===== config.mk =====
export PLATFORM = sky130hd
export DESIGN_NAME = date_span_and_validity_unit
export DESIGN_NICKNAME = d
export VERILOG_FILES = /design/src/design/dsv_pkg.sv /design/src/design/dsv_date_eval.sv /design/src/design/dsv_span_calc.sv /design/src/design/date_span_and_validity_unit.sv
export SDC_FILE = /design/constraint.sdc
export NUM_CORES = 2
export LEC_CHECK = 0
export ABC_AREA = 0
export BUFFER_PORTS_ARGS = -buffer_cell sky130_fd_sc_hd__buf_2
export CAP_MARGIN = 20
export CORE_MARGIN = 4
export CORE_UTILIZATION = 60
export CTS_CLUSTER_DIAMETER = 80
export CTS_CLUSTER_SIZE = 28
export DETAILED_ROUTE_END_ITERATION = 6
export MAX_ROUTING_LAYER = met4
export PLACE_DENSITY = 0.87
export SKIP_CTS_REPAIR_TIMING = 1
export SYNTH_ARGS = -nofsm -noshare
export SYNTH_HDL_FRONTEND = slang
export SYNTH_SLANG_ARGS = --single-unit

===== constraint.sdc =====
create_clock -name clk_i -period 13.3 [get_ports clk_i]
set_input_delay 1.33 -clock clk_i [delete_from_list [all_inputs] [get_ports clk_i]]
set_output_delay 1.33 -clock clk_i [all_outputs]
set_load 0.01 [all_outputs]

===== src/design/dsv_pkg.sv =====
// Shared constants, types and calendar tables of the date span and validity unit.
`timescale 1ns / 1ps

package dsv_pkg;

  localparam int unsigned YearW = 14;
  localparam int unsigned MonthW = 4;
  localparam int unsigned DayW = 5;
  localparam int unsigned DoyW = 9;
  localparam int unsigned LeapCntW = 13;
  localparam int unsigned SpanW = 23;

  localparam int unsigned YearMin = 2000;
  localparam int unsigned YearMax = 9999;

  // Reciprocals for division by 100 (shift 19) and by 25 (shift 15).
  localparam int unsigned Recip100 = 5243;
  localparam int unsigned Recip100Shift = 19;
  localparam int unsigned Recip25 = 1311;
  localparam int unsigned Recip25Shift = 15;

  localparam logic [3:0] MonJan = 4'd1;
  localparam logic [3:0] MonFeb = 4'd2;
  localparam logic [3:0] MonMar = 4'd3;
  localparam logic [3:0] MonApr = 4'd4;
  localparam logic [3:0] MonMay = 4'd5;
  localparam logic [3:0] MonJun = 4'd6;
  localparam logic [3:0] MonJul = 4'd7;
  localparam logic [3:0] MonAug = 4'd8;
  localparam logic [3:0] MonSep = 4'd9;
  localparam logic [3:0] MonOct = 4'd10;
  localparam logic [3:0] MonNov = 4'd11;
  localparam logic [3:0] MonDec = 4'd12;

  typedef struct packed {
    logic en_a;
    logic en_b;
    logic en_c;
  } stage_en_t;

  typedef struct packed {
    logic                ok;
    logic [YearW-1:0]    year;
    logic [DoyW-1:0]     doy;
    logic [LeapCntW-1:0] leap_cnt;
  } date_res_t;

  function automatic logic [DayW-1:0] month_len(logic [MonthW-1:0] mon, logic leap);
    logic [DayW-1:0] len;
    case (mon)
      MonFeb: len = leap ? 5'd29 : 5'd28;
      MonApr, MonJun, MonSep, MonNov: len = 5'd30;
      MonJan, MonMar, MonMay, MonJul, MonAug, MonOct, MonDec: len = 5'd31;
      default: len = 5'd0;
    endcase
    return len;
  endfunction

  function automatic logic [DoyW-1:0] days_before(logic [MonthW-1:0] mon);
    logic [DoyW-1:0] n;
    case (mon)
      MonJan: n = 9'd0;
      MonFeb: n = 9'd31;
      MonMar: n = 9'd59;
      MonApr: n = 9'd90;
      MonMay: n = 9'd120;
      MonJun: n = 9'd151;
      MonJul: n = 9'd181;
      MonAug: n = 9'd212;
      MonSep: n = 9'd243;
      MonOct: n = 9'd273;
      MonNov: n = 9'd304;
      MonDec: n = 9'd334;
      default: n = 9'd0;
    endcase
    return n;
  endfunction

endpackage


===== src/design/dsv_date_eval.sv =====
// Two pipeline stages that check one date and derive its ordinal day and leap count.
`timescale 1ns / 1ps

module dsv_date_eval import dsv_pkg::*; (
  input  logic                clk_i,
  input  stage_en_t           en_i,
  input  logic [YearW-1:0]    year_i,
  input  logic [MonthW-1:0]   month_i,
  input  logic [DayW-1:0]     day_i,
  output date_res_t           res_o
);

  logic [YearW-1:0]  yoff;
  logic [YearW:0]    x4;
  logic [YearW:0]    x100;
  logic [YearW:0]    x400;
  logic [10:0]       s400;

  logic [YearW-1:0]  year_q;
  logic [MonthW-1:0] month_q;
  logic [DayW-1:0]   day_q;
  logic              in_range_q, in_range_d;
  logic [26:0]       prod100_q, prod100_d;
  logic [27:0]       p100c_q, p100c_d;
  logic [21:0]       p400c_q, p400c_d;
  logic [12:0]       q4c_q, q4c_d;

  logic [7:0]        q100;
  logic [YearW-1:0]  r100;
  logic [7:0]        q100c;
  logic [5:0]        q400c;
  logic              leap;
  logic              valid_date;
  date_res_t         res_q, res_d;

  assign yoff = year_i - YearW'(YearMin);
  assign x4   = {1'b0, yoff} + 15'd3;
  assign x100 = {1'b0, yoff} + 15'd99;
  assign x400 = {1'b0, yoff} + 15'd399;
  assign s400 = x400[14:4];

  assign in_range_d = (year_i >= YearW'(YearMin)) && (year_i <= YearW'(YearMax));
  assign prod100_d  = 27'(year_i) * 27'(Recip100);
  assign p100c_d    = 28'(x100) * 28'(Recip100);
  assign p400c_d    = 22'(s400) * 22'(Recip25);
  assign q4c_d      = x4[14:2];

  always_ff @(posedge clk_i) begin
    if (en_i.en_a) begin
      year_q     <= year_i;
      month_q    <= month_i;
      day_q      <= day_i;
      in_range_q <= in_range_d;
      prod100_q  <= prod100_d;
      p100c_q    <= p100c_d;
      p400c_q    <= p400c_d;
      q4c_q      <= q4c_d;
    end
  end

  assign q100  = prod100_q[Recip100Shift+7:Recip100Shift];
  assign r100  = year_q - YearW'(14'(q100) * 14'd100);
  assign q100c = p100c_q[Recip100Shift+7:Recip100Shift];
  assign q400c = p400c_q[Recip25Shift+5:Recip25Shift];
  assign leap  = (year_q[1:0] == 2'b00) && ((r100 != '0) || (q100[1:0] == 2'b00));

  assign valid_date = in_range_q && (day_q != '0) && (day_q <= month_len(month_q, leap));

  always_comb begin
    res_d.ok       = valid_date;
    res_d.year     = year_q;
    res_d.doy      = days_before(month_q) + DoyW'(day_q)
                   + DoyW'((month_q > MonFeb) && leap);
    res_d.leap_cnt = q4c_q - LeapCntW'(q100c) + LeapCntW'(q400c);
  end

  always_ff @(posedge clk_i) begin
    if (en_i.en_b) begin
      res_q <= res_d;
    end
  end

  assign res_o = res_q;

endmodule


===== src/design/dsv_span_calc.sv =====
// Final stage that forms the inclusive day span and registers the result.
`timescale 1ns / 1ps

module dsv_span_calc import dsv_pkg::*; (
  input  logic             clk_i,
  input  stage_en_t        en_i,
  input  date_res_t        start_i,
  input  date_res_t        end_i,
  output logic             start_ok_o,
  output logic             end_ok_o,
  output logic [SpanW-1:0] day_span_o
);

  logic signed [YearW:0]  year_diff;
  logic signed [24:0]     years_days;
  logic signed [24:0]     leap_corr;
  logic signed [24:0]     span_w;
  logic [LeapCntW-1:0]    leap_diff;
  logic                   start_ok_q;
  logic                   end_ok_q;
  logic [SpanW-1:0]       span_q, span_d;

  assign year_diff  = $signed({1'b0, end_i.year}) - $signed({1'b0, start_i.year});
  assign years_days = 25'(year_diff) * 25'sd365;
  assign leap_diff  = end_i.leap_cnt - start_i.leap_cnt;
  assign leap_corr  = (end_i.year > start_i.year) ? $signed(25'(leap_diff)) : 25'sd0;

  assign span_w = years_days + $signed(25'(end_i.doy)) - $signed(25'(start_i.doy))
                + 25'sd1 + leap_corr;

  assign span_d = (start_i.ok && end_i.ok) ? span_w[SpanW-1:0] : '0;

  always_ff @(posedge clk_i) begin
    if (en_i.en_c) begin
      start_ok_q <= start_i.ok;
      end_ok_q   <= end_i.ok;
      span_q     <= span_d;
    end
  end

  assign start_ok_o = start_ok_q;
  assign end_ok_o   = end_ok_q;
  assign day_span_o = span_q;

endmodule


===== src/design/date_span_and_validity_unit.sv =====
// Date span and validity unit: three-stage pipeline checking two dates and counting days.
// An accepted request enters stage a, then moves through stages b and c to the output.
// Throughput is one request per cycle while the output is not stalled; the three register stages set the depth.
// An output stall holds the full stages at the end of the pipeline; bubbles ahead close up.
// Reset clears the stage valid bits only, so the pipeline starts empty.
`timescale 1ns / 1ps

module date_span_and_validity_unit import dsv_pkg::*; (
  input  logic               clk_i,
  input  logic               rst_ni,
  input  logic               in_valid_i,
  output logic               in_stall_o,
  input  logic [YearW-1:0]   start_year_i,
  input  logic [MonthW-1:0]  start_month_i,
  input  logic [DayW-1:0]    start_day_i,
  input  logic [YearW-1:0]   end_year_i,
  input  logic [MonthW-1:0]  end_month_i,
  input  logic [DayW-1:0]    end_day_i,
  output logic               out_valid_o,
  input  logic               out_stall_i,
  output logic               start_ok_o,
  output logic               end_ok_o,
  output logic [SpanW-1:0]   day_span_o
);

  logic      va_q, vb_q, vc_q;
  logic      ready_a, ready_b, ready_c;
  stage_en_t en;
  date_res_t start_res;
  date_res_t end_res;

  assign ready_c = !vc_q || !out_stall_i;
  assign ready_b = !vb_q || ready_c;
  assign ready_a = !va_q || ready_b;

  assign en.en_a = ready_a;
  assign en.en_b = ready_b;
  assign en.en_c = ready_c;

  always_ff @(posedge clk_i or negedge rst_ni) begin
    if (!rst_ni) begin
      va_q <= 1'b0;
      vb_q <= 1'b0;
      vc_q <= 1'b0;
    end else begin
      if (ready_a) va_q <= in_valid_i;
      if (ready_b) vb_q <= va_q;
      if (ready_c) vc_q <= vb_q;
    end
  end

  dsv_date_eval u_start (
    .clk_i   (clk_i),
    .en_i    (en),
    .year_i  (start_year_i),
    .month_i (start_month_i),
    .day_i   (start_day_i),
    .res_o   (start_res)
  );

  dsv_date_eval u_end (
    .clk_i   (clk_i),
    .en_i    (en),
    .year_i  (end_year_i),
    .month_i (end_month_i),
    .day_i   (end_day_i),
    .res_o   (end_res)
  );

  dsv_span_calc u_span (
    .clk_i      (clk_i),
    .en_i       (en),
    .start_i    (start_res),
    .end_i      (end_res),
    .start_ok_o (start_ok_o),
    .end_ok_o   (end_ok_o),
    .day_span_o (day_span_o)
  );

  assign in_stall_o  = !ready_a;
  assign out_valid_o = vc_q;

`ifndef SYNTH
  a_stall_only_when_full: assert property (@(posedge clk_i) disable iff (!rst_ni)
    in_stall_o |-> (va_q && vb_q && vc_q))
    else $error("input stalled while the pipeline has an empty stage");

  a_accept_fills_first: assert property (@(posedge clk_i) disable iff (!rst_ni)
    (in_valid_i && !in_stall_o) |=> va_q)
    else $error("accepted request did not reach the first stage");

  a_advance_to_output: assert property (@(posedge clk_i) disable iff (!rst_ni)
    (vb_q && ready_c) |=> out_valid_o)
    else $error("request in the second stage was lost on its way to the output");

  a_invalid_gives_zero: assert property (@(posedge clk_i) disable iff (!rst_ni)
    (out_valid_o && !(start_ok_o && end_ok_o)) |-> (day_span_o == '0))
    else $error("non-zero span reported for an invalid date");
`endif

endmodule

==> impl_metrics.py <==
metrics = {
    "outcome": {
        "status": "finished clean",
    },
    "finish": {
        "nNetsFinal": 5139,
        "drive_above_1_share_pct": 4.18,
        "multi_input_area_um2": 27000,
        "area_growth_pct": 5.71,
        "final_cell_mix": "inv_1, ha_1, fa_1",
        "n_fill_cell": 4505,
        "final_common_cell": "inv_1",
        "seqCellArea_um2": 6950,
    },
    "global_route": {
        "grt_overflow": 0,
        "antenna_found_initial": 2,
        "track_usage_pct": 24.8,
        "grt_max_degree": 76,
        "grt_pass1_wl_um": 133000,
        "grt_pass1_vias": 27269,
    },
    "sta": {
        "tightest_slew_ns": 1.07,
        "fmax_mhz": 115,
        "grt_setup_unrepaired": "false",
        "clock_skew_ns": 0.0279,
        "slew_violations": 0,
        "setup_viol": 0,
        "relSlewSlack_pct": 28.3,
        "min_period_over_period_pct": 65.3,
        "final.min_clock_period_ns": 8.68,
        "setup-tns-final_ns": 0,
        "finalHoldViolCount": 0,
    },
    "floorplanning": {
        "fp.dieH_um": 259,
        "io_pins": 77,
        "fp.dieArea_um2": 66900,
        "core_area_um2": 61900,
        "die_w_um": 259,
        "start_util_pct": 60.8,
        "rows": 91,
    },
    "drt": {
        "vias": 25475,
        "drt_iter0_markers": 1691,
        "ant_nets": 0,
        "routed_wl_um": 79600,
        "routed.top_layer": "met4",
        "avgRoutedWirePerCell_um": 17.2,
        "drtPass1Iterations": 6,
        "viasPerCell": 5.49,
        "dr_wl_met3_um": 3910,
        "remaining_drc_errors": 0,
        "wl_met2_um": 40000,
        "met1_length_um": 33400,
    },
    "clocking": {
        "htree_levels": 1,
        "cts_buffers": 17,
        "clk_path_buf_depth": 3,
        "root_buffer": "clkbuf_16",
        "cts_sinks": 238,
        "cts.clk_slew.worst_paths_ns": 0.10,
        "cts_tree": "yes",
        "insertion_delay_ns": 0.52,
    },
    "logic_synthesis": {
        "yosysTopAreaCellShare_pct": 28.1,
        "netlist_instances": 3688,
        "yosys.area.top_type": "ha_1",
        "seq_area_frac_synth_pct": 18.4,
        "synth_area_leaders": "ha_1, fa_1, edfxtp_1, inv_1, xnor2_1",
        "synth_seq_cells": 238,
        "yosysWarnings": 0,
        "ys.flop_type": "edfxtp_1",
        "syn_area_per_cell_um2": 10.2,
        "synth_edf_count": 217,
        "syn_area_um2": 37700,
        "synth.distinct_cells": 79,
        "syn_nets": 5036,
        "async_reset_ff_share_pct": 1.26,
    },
    "worst_setup_path": {
        "crit_fanout": 10,
        "cp_num_buf_inv": 7,
        "critPathTopFamily": "adder cells",
        "critPathMaxStageDelay_ns": 0.66,
        "startpoint_type": "primary input",
        "end_kind": "flip-flop",
        "cp_slowest_cell": "xnor2_1",
        "arrival_ns": 8.96,
        "crit_required_ns": 13.58,
        "crit_type": "in2reg",
        "crit_top_cell": "inv_1",
    },
    "place": {
        "portBuffers": 76,
        "hpwl_um": 68400,
        "gp_congestion": 0.940,
    },
    "job": {
        "max_cap_violations": 0,
    },
    "hold_path": {
        "hp-class": "reg2reg",
    },
}
[cells in the mapped netlist, drive strengths merged (37+ instances only)]
master / number
a21o: 38
a21oi: 109
edfxtp: 217
fa: 453
ha: 845
inv: 995
nand2: 121
nand3: 50
nor2: 129
nor2b: 37
nor3: 48
o21ai: 84
xnor2: 157
xor2: 84
[cell families (layout without fill, tap and decap cells)]
| kind of cell | count (synthesis) | count (layout) | share of synthesized area, % |
|---|---|---|---|
| adders and majority gates | 1298 | 1298 | 52.1 |
| buffers and inverters | 1004 | 1116 | 10.0 |
| and+or+nand+nor | 513 | 513 | 6.76 |
| AOI/OAI and AO/OA | 378 | 378 | 6.48 |
| xor gates and xnor gates | 242 | 242 | 5.77 |
| DFF | 238 | 238 | 18.4 |
| muxes | 15 | 15 | 0.402 |
| other | 0 | 1 | 0 |
[per-stage QoR]
step | utilization [%] | hold slack (ns) | std cells | worst slack (ns) | area (um^2)
4_1_cts | 64.2 | 0.474 | 4634 | 4.66 | 39800
3_3_place_gp | 63.3 | 0.447 | 4606 | 4.39 | 39200
2_1_floorplan | - | 0.426 | 3688 | 5.37 | 37700
3_5_place_dp | 63.3 | 0.450 | 4606 | 4.12 | 39200
5_1_grt | 64.3 | 0.490 | 4638 | 4.16 | 39800
6_report | 64.3 | 0.473 | 4638 | 4.62 | 39800
[metal layers]
metal,GRT usage [%],vias to the layer above
li1,-,12116
met1,31.0,12526
met2,43.8,681
met3,2.59,152
met4,5.49,0
met5,-,-
[worst paths after layout]
kind / start / end / slack [ns] / cells past startpoint
setup / recovery: start_year_i[4] / u_start.p100c_q[26] / 4.62 / 26
hold / removal: u_end.year_q[12] / u_end.res_o[34] / 0.47 / 0
setup reg to reg: u_end.res_o[0] / u_span.day_span_o[21] / 5.56 / 26
hold reg to reg: u_end.year_q[12] / u_end.res_o[34] / 0.47 / 0
max in group asynchronous: rst_ni / vb_q / 12.60 / 1
min in group asynchronous: rst_ni / out_valid_o / 0.60 / 1
[layout make-up]
class | count | area share (%)
Sequential cell | 238 | 17.4
Tap cell | 837 | 2.63
Clock inverter | 11 | 0.459
Multi-Input combinational cell | 2446 | 67.7
Clock buffer | 17 | 1.07
Inverter | 996 | 9.38
Antenna cell | 1 | 0.00628
Timing Repair Buffer | 92 | 1.31
[worst reg2reg max path: cells and delay by family (launching register included)]
| family | cells | cell delay (ns) |
|---|---|---|
| buffers and inverters | 2 | 0.16 |
| adder cells (fa/ha/maj) | 8 | 3.04 |
| flip-flops | 1 | 0.47 |
| AND/OR/NAND/NOR | 6 | 1.19 |
| XOR/XNOR | 2 | 0.35 |
| AO/OA/AOI/OAI | 8 | 2.26 |
[sequential cells by signal, indices dropped and copies added (netlist names), 13 cells and up, named ones only]
| register | cells |
|---|---|
| u_end.q4c_q | 13 |
| u_span.day_span_o | 23 |
| u_start.res_o | 37 |
| u_end.year_q | 13 |
| u_end.res_o | 37 |
| u_start.year_q | 13 |
| u_start.q4c_q | 13 |
Power is left out: the tool's default activity adds up to more than one toggle a clock period on the data nets, which glitch-free logic cannot reach.
